<file path="config.mk">
export PLATFORM = sky130hd
export DESIGN_NAME = scr_ctrl
export DESIGN_NICKNAME = d
export VERILOG_FILES = /design/src/hw/rtl/scr_pkg.sv /design/src/hw/rtl/scr_ctrl.sv
export SDC_FILE = /design/constraint.sdc
export NUM_CORES = 1
export LEC_CHECK = 0
export BUFFER_PORTS_ARGS = -buffer_cell sky130_fd_sc_hd__buf_2
export CAP_MARGIN = 0
export CELL_PAD_IN_SITES_DETAIL_PLACEMENT = 0
export CELL_PAD_IN_SITES_GLOBAL_PLACEMENT = 1
export CORE_UTILIZATION = 40
export DETAILED_ROUTE_END_ITERATION = 12
export PLACE_DENSITY = 0.82
export SKIP_CTS_REPAIR_TIMING = 1
export SLEW_MARGIN = 30
export SYNTH_ARGS = -nofsm -noshare
export SYNTH_HDL_FRONTEND = slang
export SYNTH_SLANG_ARGS = --single-unit
</file>
<file path="constraint.sdc">
create_clock -name clk -period 4.64 [get_ports clk]
set_input_delay 0.696 -clock clk [delete_from_list [all_inputs] [get_ports clk]]
set_output_delay 0.696 -clock clk [all_outputs]
set_load 0.01 [all_outputs]
</file>
<file path="src/hw/rtl/scr_pkg.sv">
// shared types and constants of the subpixel circle rasterizer
package scr_pkg;

	localparam int GridWidthDef  = 16;
	localparam int GridHeightDef = 16;
	localparam logic [7:0] StepReset = 8'd64;

	// command modes carried in tuser
	typedef enum logic [1:0] {
		MODE_POINT  = 2'd0,
		MODE_CIRCLE = 2'd1,
		MODE_READ   = 2'd2,
		MODE_NONE   = 2'd3
	} scr_mode_e;

	// controller to datapath
	typedef struct packed {
		logic clr_we;
		logic load;
		logic pt_load;
		logic nbr_rd;
		logic nbr_wr;
		logic pt_next;
		logic upd;
		logic pix_rd;
		logic emit;
	} scr_cmd_t;

	// datapath to controller
	typedef struct packed {
		logic      clr_done;
		scr_mode_e mode;
		logic      single;
		logic      pt_ok;
		logic      nbr_last;
		logic      pt_last;
		logic      loop_go;
	} scr_sts_t;

endpackage

</file>
<file path="src/hw/rtl/scr_ctrl.sv">
// controller: sequences clearing, point splats, circle steps and reads
module scr_ctrl import scr_pkg::*; (
	input  logic     clk,
	input  logic     arst_n,
	input  logic     in_valid,
	output logic     in_ready,
	input  logic     out_free,
	input  scr_sts_t sts,
	output scr_cmd_t cmd
);

	typedef enum logic [10:0] {
		ST_CLEAR = 11'b00000000001,
		ST_IDLE  = 11'b00000000010,
		ST_DISP  = 11'b00000000100,
		ST_CHK   = 11'b00000001000,
		ST_PT    = 11'b00000010000,
		ST_NW    = 11'b00000100000,
		ST_NA    = 11'b00001000000,
		ST_NXT   = 11'b00010000000,
		ST_UPD   = 11'b00100000000,
		ST_RD    = 11'b01000000000,
		ST_DONE  = 11'b10000000000
	} state_t;

	state_t state_q, state_d;

	// next state and commands
	always_comb begin
		state_d  = state_q;
		cmd      = '0;
		in_ready = 1'b0;
		unique case (state_q)
			ST_CLEAR: begin
				cmd.clr_we = 1'b1;
				if (sts.clr_done)
					state_d = ST_IDLE;
			end
			ST_IDLE: begin
				in_ready = 1'b1;
				if (in_valid) begin
					cmd.load = 1'b1;
					state_d  = ST_DISP;
				end
			end
			ST_DISP: begin
				unique case (sts.mode)
					MODE_POINT, MODE_CIRCLE: state_d = ST_PT;
					MODE_READ:               state_d = ST_RD;
					default:                 state_d = ST_DONE;
				endcase
			end
			ST_CHK: begin
				state_d = sts.loop_go ? ST_PT : ST_DONE;
			end
			ST_PT: begin
				cmd.pt_load = 1'b1;
				state_d     = ST_NW;
			end
			ST_NW: begin
				if (!sts.pt_ok)
					state_d = ST_NXT;
				else begin
					cmd.nbr_rd = 1'b1;
					state_d    = ST_NA;
				end
			end
			ST_NA: begin
				cmd.nbr_wr = 1'b1;
				state_d    = sts.nbr_last ? ST_NXT : ST_NW;
			end
			ST_NXT: begin
				if (sts.single)
					state_d = ST_DONE;
				else begin
					cmd.pt_next = 1'b1;
					state_d     = sts.pt_last ? ST_UPD : ST_PT;
				end
			end
			ST_UPD: begin
				cmd.upd = 1'b1;
				state_d = ST_CHK;
			end
			ST_RD: begin
				cmd.pix_rd = 1'b1;
				state_d    = ST_DONE;
			end
			ST_DONE: begin
				if (out_free) begin
					cmd.emit = 1'b1;
					state_d  = ST_IDLE;
				end
			end
			default: state_d = ST_CLEAR;
		endcase
	end

	// state register
	always_ff @(posedge clk or negedge arst_n) begin
		if (!arst_n)
			state_q <= ST_CLEAR;
		else
			state_q <= state_d;
	end

`ifndef NO_ASSERTIONS
	a_emit_free: assert property (@(posedge clk) disable iff (!arst_n)
		cmd.emit |-> out_free) else $error("word emitted into a full output");
	a_load_disp: assert property (@(posedge clk) disable iff (!arst_n)
		cmd.load |=> state_q == ST_DISP) else $error("load not followed by dispatch");
	a_write_after_read: assert property (@(posedge clk) disable iff (!arst_n)
		cmd.nbr_wr |-> $past(cmd.nbr_rd)) else $error("pixel write without read");
`endif

endmodule

</file>
==> impl_metrics.env, run 1 <==
export IMPL_status="completed"
export IMPL_insertion_delay_of_the_later_clocked_pin_in_the_worst_skew_pair_ps=270
export IMPL_synthTopCellsByArea="sky130_fd_sc_hd__dfrtp_1 (30%), sky130_fd_sc_hd__nor3_1 (4.8%), sky130_fd_sc_hd__dfstp_2 (3.2%)"
export IMPL_ys_ff_latch=11
export IMPL_syn_to_final_growth_pct=15.8
export IMPL_syn_avg_cell_area_um2=8.51
export IMPL_fp_row_count=16
export IMPL_num_vias=760
export IMPL_layout_setup_ws_ps=1780
export IMPL_pin_count_of_the_biggest_net_entering_global_routing=14
export IMPL_top_level_ports=22
export IMPL_design_core_area_um2=1940
export IMPL_path_max_fanout=11
export IMPL_timing_final_crit_share_pct=61.7
export IMPL_grt_util_met3_pct=3.40
export IMPL_routed_wirelength_mm=1.71
export IMPL_grt_use_met2_pct=25.5
export IMPL_detailedRoute_firstIterationViolations=5
export IMPL_cts_buffers_inserted=3
export IMPL_multi_input_comb_area_um2=487
export IMPL_leakagePower_uw=0.000429
export IMPL_ys_warnings_count=0
export IMPL_r2r_start="state_q[5]"
export IMPL_drt_drc_violations_left=0
export IMPL_maximum_number_of_buffers_from_clock_root_to_sink=2
export IMPL_fp_dieH_um=47.4
export IMPL_yosysTopAreaCellShare_pct=30.3
export IMPL_crit_path_end_kind="output port"
export IMPL_setup_violations_final=0
export IMPL_placement_io_buffers=21
export IMPL_global_route_peak_usage_layer="met1"
export IMPL_unrepaired_setup_endpoints_after_global_routing="false"
export IMPL_final_fill_count=207
export IMPL_power_density_nw_per_um2=369
export IMPL_synthDistinctLibCells=37
export IMPL_number_of_enable_flip_flop_cells_after_synthesis=0
export IMPL_die_area_um2=2250
export IMPL_globalRouteMet1Util_pct=27.1
export IMPL_cts_htree_levels=1
export IMPL_worst_slew_margin_rel_pct=75.8
export IMPL_syn_instance_count=97
export IMPL_numClockSinks=11
export IMPL_pre_cts_ws_ps=2080
export IMPL_antennaDiodeCount=0
export IMPL_ir_drop_v=0.000225
export IMPL_gpl_final_weighted_congestion=0.721
export IMPL_route_antenna_remaining_nets=0
export IMPL_die_w_um=47.4
export IMPL_grt_pass1_wl_mm=2.82
export IMPL_initial_antenna_violation_count=0
export IMPL_clockRootBuffer="sky130_fd_sc_hd__clkbuf_4"
export IMPL_yosysSeqAreaShare_pct=33.5
export IMPL_cap_violations=0
export IMPL_worst_endpoint_required_ps=3940
export IMPL_wl_per_cell_um=12.0
export IMPL_final_setup_tns_ps=0
export IMPL_viasPerCell=5.35
export IMPL_async_flop_share_pct=100
export IMPL_largest_register_ffs=11
export IMPL_rrSetupSlack_ps=2650
export IMPL_detailedRoute_firstPassIterationCount=4
export IMPL_worst_pin_slew_ps=360
export IMPL_cts_tree="done"
export IMPL_top_reg_by_flops="state_q"
export IMPL_synth_nets=109
export IMPL_critical_path_arrival_ps=2170
export IMPL_hpwlAfterDp_mm=1.32
export IMPL_ys_dominant_reg_cell="sky130_fd_sc_hd__dfrtp_1"
export IMPL_period_needed_ps=2860
export IMPL_groute_usage_overall_pct=18.3
export IMPL_area_sequential_um2=277
export IMPL_worst_hold_path_type="in -> async"
export IMPL_post_synth_top_count_cell="sky130_fd_sc_hd__dfrtp_1"
export IMPL_top_regs="state_q: 11 flops"
export IMPL_setup_worst_path_class="reg -> out"
export IMPL_initial_utilization_pct=42.5
export IMPL_final_max_slew_viol_count=0
export IMPL_finalClockSkew_ps=2.42
export IMPL_timing_fmax_mhz=349
export IMPL_grt_overflow_total=0
export IMPL_final_layout_size_suffix_gt1_share_pct=31.3
export IMPL_netlist_top_cells_count="sky130_fd_sc_hd__dfrtp_1 (10), sky130_fd_sc_hd__nor3_1 (8), sky130_fd_sc_hd__inv_1 (7)"
export IMPL_fin_nets=128
export IMPL_ff2ff_path_depth=5
export IMPL_critical_path_reg2reg_endpoint="state_q[10]"
export IMPL_synth_top_cell_by_area="sky130_fd_sc_hd__dfrtp_1"
export IMPL_source_of_the_critical_timing_path="state_q[5]"
export IMPL_first_global_vias=641
export IMPL_cp_start_kind="flip-flop"
export IMPL_mappedNetlistArea_um2=826
export IMPL_cts_clk_slew_worst_paths_ps=70
export IMPL_final_hold_violation_count=0
worst max-delay path, stage by stage (launching register included):
cell and delay, ps:
sky130_fd_sc_hd__dfrtp_1 510, sky130_fd_sc_hd__or4_4 570, sky130_fd_sc_hd__or2_2 360, sky130_fd_sc_hd__nor4b_1 270, sky130_fd_sc_hd__buf_2 190
where the power goes:
group	internal (uW)	switching [uW]
clock	31.9	33.7
sequential	111	24.5
combinational	67.4	84.0
total	211	142
stage by stage:
step	hold WS [ps]	utilization, %	total power, uW	instance area, um2	std cells
after global placement	573	47.8	287	928	138
after detailed placement	572	47.8	289	928	138
after global routing	277	49.2	387	956	142
final	272	49.2	353	956	142
after floorplan	400	-	252	826	97
after CTS	276	49.2	357	956	142
logic make-up after synthesis:
| kind of cell | after synthesis | share of synthesized area (%) |
|---|---|---|
| xor+xnor | 2 | 2.12 |
| buf+inv | 14 | 7.58 |
| simple gates | 49 | 39.5 |
| flops | 11 | 33.5 |
| compound gates | 21 | 17.3 |
layout by cell type, fill, tap and decap left out, types with 3 or more instances in the layout:
cell / instances
sky130_fd_sc_hd__inv_1: 7
sky130_fd_sc_hd__buf_2: 21
sky130_fd_sc_hd__nor4b_1: 3
sky130_fd_sc_hd__nor3_1: 8
sky130_fd_sc_hd__a21oi_1: 5
sky130_fd_sc_hd__clkbuf_4: 3
sky130_fd_sc_hd__and2_1: 3
sky130_fd_sc_hd__nor4_1: 4
sky130_fd_sc_hd__a31oi_1: 3
sky130_fd_sc_hd__nand2_1: 5
sky130_fd_sc_hd__nor2_1: 6
sky130_fd_sc_hd__nand3_1: 4
sky130_fd_sc_hd__dfrtp_1: 10
sky130_fd_sc_hd__o21ai_0: 5
layer usage:
layer / vias to the layer above / part of all wire [%] / wire [um]
met1: 349 / 53 / 902
met3: 4 / 2.7 / 47
met4: 0 / 1.8 / 31
met2: 17 / 43 / 729
met5: - / 0 / 0
li1: 390 / - / -
cell type report:
type,instances,share of cell area (%)
multi-input cells,72,50.9
flip-flops and latches,11,28.9
repair buffers,21,11.0
well taps,27,3.53
inverters,7,2.75
clock buffers,3,2.36
clock inverters,1,0.524
worst max-delay path by stage:
stage / end / slack, ps / cells after the start
floorplan: cmd[7] / 2180 / 5
global placement: cmd[7] / 2150 / 5
detailed placement: cmd[1] / 2080 / 4
CTS: cmd[1] / 1770 / 4
global route: cmd[5] / 1620 / 5
finish: cmd[1] / 1780 / 4
(Power assumes the default switching activity.)
==> inputs of run 2 (changes only) <==
--- a/config.mk
+++ b/config.mk
@@ -9,9 +9,10 @@
 export CAP_MARGIN = 0
 export CELL_PAD_IN_SITES_DETAIL_PLACEMENT = 0
 export CELL_PAD_IN_SITES_GLOBAL_PLACEMENT = 1
-export CORE_UTILIZATION = 40
+export CORE_ASPECT_RATIO = 0.6
+export CORE_UTILIZATION = 37
 export DETAILED_ROUTE_END_ITERATION = 12
-export PLACE_DENSITY = 0.82
+export PLACE_DENSITY = 0.77
 export SKIP_CTS_REPAIR_TIMING = 1
 export SLEW_MARGIN = 30
 export SYNTH_ARGS = -nofsm -noshare
==> constraint.sdc (replaced) <==
create_clock -name clk -period 2.8 [get_ports clk]
set_input_delay 0.42 -clock clk [delete_from_list [all_inputs] [get_ports clk]]
set_output_delay 0.42 -clock clk [all_outputs]
set_load 0.01 [all_outputs]
==> run 2 against run 1 <==
Clock-buffer cell count stayed put. Via count is 3.8% higher. Worst setup slack lost 1600 ps. Critical endpoint unchanged. Non-clock buffer count did not move. Routed wire length rose by 17%. Clock skew decreased by 0.62 ps. Register-to-register slack worse by 1800 ps. Final cell count increased by 0.70%. Critical path type unchanged. Largest power group unchanged. Critical path depth did not move. Utilization is 0.39 points higher. First-iteration DRC count grew to 11 times the previous value. Sequential share of layout area decreased by 0.59 points.
==> impl_metrics.env, run 2 (synthesis gave the netlist of run 1 again) <==
export IMPL_status="completed"
export IMPL_cap_violations=0
export IMPL_numClockSinks=11
export IMPL_share_comb_of_total_power_pct=40.0
export IMPL_share_clk_of_total_power_pct=25.2
export IMPL_worst_path_buf_inv=1
export IMPL_finalClockSkew_ps=1.80
export IMPL_timing_fmax_mhz=385
export IMPL_worst_pin_slew_ps=374
export IMPL_gate_family_responsible_for_the_most_delay_along_the_worst_path="simple AND/OR/NAND/NOR gates"
export IMPL_p_int_uw=395
export IMPL_maximum_number_of_buffers_from_clock_root_to_sink=2
export IMPL_multi_input_comb_area_um2=487
export IMPL_final_hold_violation_count=0
export IMPL_die_area_um2=2430
export IMPL_source_of_the_critical_timing_path="state_q[5]"
export IMPL_worst_hold_path_type="in -> async"
export IMPL_cp_start_kind="flip-flop"
export IMPL_area_sequential_um2=277
export IMPL_die_w_um=63.0
export IMPL_initial_utilization_pct=42.0
export IMPL_drt_drc_violations_left=0
export IMPL_period_needed_ps=2600
export IMPL_ir_drop_v=0.000268
export IMPL_worst_path_max_delay_cell="sky130_fd_sc_hd__or4_4"
export IMPL_viasPerCell=5.52
export IMPL_critical_path_cell_chain="or4_4, or2_2, nor4b_1, buf_2"
export IMPL_final_fill_count=205
export IMPL_pin_count_of_the_biggest_net_entering_global_routing=14
export IMPL_final_setup_tns_ps=0
export IMPL_wl_per_cell_um=14.0
export IMPL_final_max_slew_viol_count=0
export IMPL_syn_to_final_growth_pct=18.2
export IMPL_worst_endpoint_required_ps=2380
export IMPL_slowest_delay_ps=580
export IMPL_detailedRoute_firstIterationViolations=54
export IMPL_route_antenna_remaining_nets=0
export IMPL_netSwitchingFraction_pct=39.8
export IMPL_mostFrequentLayoutCell="sky130_fd_sc_hd__buf_2"
export IMPL_critical_path_arrival_ps=2180
export IMPL_fin_nets=128
export IMPL_top_level_ports=22
export IMPL_num_vias=789
export IMPL_routed_wirelength_mm=2.01
export IMPL_unrepaired_setup_endpoints_after_global_routing="false"
export IMPL_setup_violations_final=0
export IMPL_setup_worst_path_class="reg -> out"
export IMPL_top_regs="state_q: 11 flops"
export IMPL_design_core_area_um2=1970
export IMPL_antennaDiodeCount=0
export IMPL_placement_io_buffers=21
export IMPL_largest_register_ffs=11
export IMPL_crit_path_end_kind="output port"
export IMPL_cts_buffers_inserted=3
export IMPL_first_global_vias=695
export IMPL_gpl_final_weighted_congestion=0.843
export IMPL_cts_tree="done"
export IMPL_grt_pass1_wl_mm=3.23
export IMPL_whs_ps=32.6
export IMPL_fp_dieH_um=38.6
export IMPL_initial_antenna_violation_count=0
export IMPL_switchingPower_uw=261
export IMPL_path_max_fanout=11
export IMPL_power_density_nw_per_um2=672
export IMPL_clockRootBuffer="sky130_fd_sc_hd__clkbuf_8"
export IMPL_grt_overflow_total=0
export IMPL_cts_htree_levels=1
export IMPL_top_reg_by_flops="state_q"
export IMPL_r2r_start="state_q[5]"
export IMPL_postPlaceCellArea_um2=930
export IMPL_share_seq_of_total_power_pct=34.7
export IMPL_hpwlAfterDp_mm=1.52
export IMPL_timing_final_crit_share_pct=92.9
export IMPL_groute_usage_overall_pct=18.1
export IMPL_worst_slew_margin_rel_pct=75.1
export IMPL_detailedRoute_firstPassIterationCount=4
export IMPL_leakagePower_uw=0.000437
export IMPL_mostFrequentLayoutCells="sky130_fd_sc_hd__buf_2 (21), sky130_fd_sc_hd__dfrtp_1 (10), sky130_fd_sc_hd__nor3_1 (8)"
export IMPL_final_layout_size_suffix_gt1_share_pct=31.3
export IMPL_fp_row_count=12
export IMPL_cts_clk_slew_worst_paths_ps=50
export IMPL_final_design_area_no_fill_um2=976
export IMPL_insertion_delay_of_the_later_clocked_pin_in_the_worst_skew_pair_ps=240
run 2: cell types whose count changed in the layout (fill, tap and decap cells not counted):
cell and change:
sky130_fd_sc_hd__clkbuf_4 -3, sky130_fd_sc_hd__clkbuf_8 +3
run 2: worst paths after layout:
check                      depth (start not counted)  slack [ps]           to
max                                                4         200       cmd[1]
min                                                1          30   state_q[7]
max reg2reg                                        5         820  state_q[10]
min reg2reg                                        1         620   state_q[6]
max in group asynchronous                          1        2500   state_q[0]
min in group clk                                   2         340   state_q[9]
run 2: power by group through the flow:
stage | logic [uW] | registers (uW) | clock network, uW
floorplan | 214 | 203 | 0
global placement | 252 | 227 | 0
detailed placement | 255 | 230 | 0
CTS | 259 | 228 | 169
global route | 290 | 234 | 179
finish | 263 | 228 | 166
run 2: final cells by class:
cell class	count	area share, %
Timing Repair Buffer	21	10.8
Clock inverter	1	0.513
Tap cell	28	3.59
Multi-Input combinational cell	72	49.9
Inverter	7	2.69
Sequential cell	11	28.3
Clock buffer	3	4.23
run 2: stage by stage:
step	utilization, %	power [uW]	cells	setup WS [ps]
2_1_floorplan	-	417	97	615
3_3_place_gp	47.3	479	139	568
3_5_place_dp	47.3	485	139	506
4_1_cts	49.6	656	143	229
5_1_grt	49.6	704	143	108
6_report	49.6	656	143	200
run 2: metal layers:
| layer | GRT usage [%] | vias up | routed length [um] |
|---|---|---|---|
| met2 | 26.3 | 27 | 787 |
| met5 | 0 | - | 0 |
| li1 | - | 388 | - |
| met4 | 6.40 | 0 | 31 |
| met3 | 7.35 | 5 | 142 |
| met1 | 24.0 | 369 | 1050 |
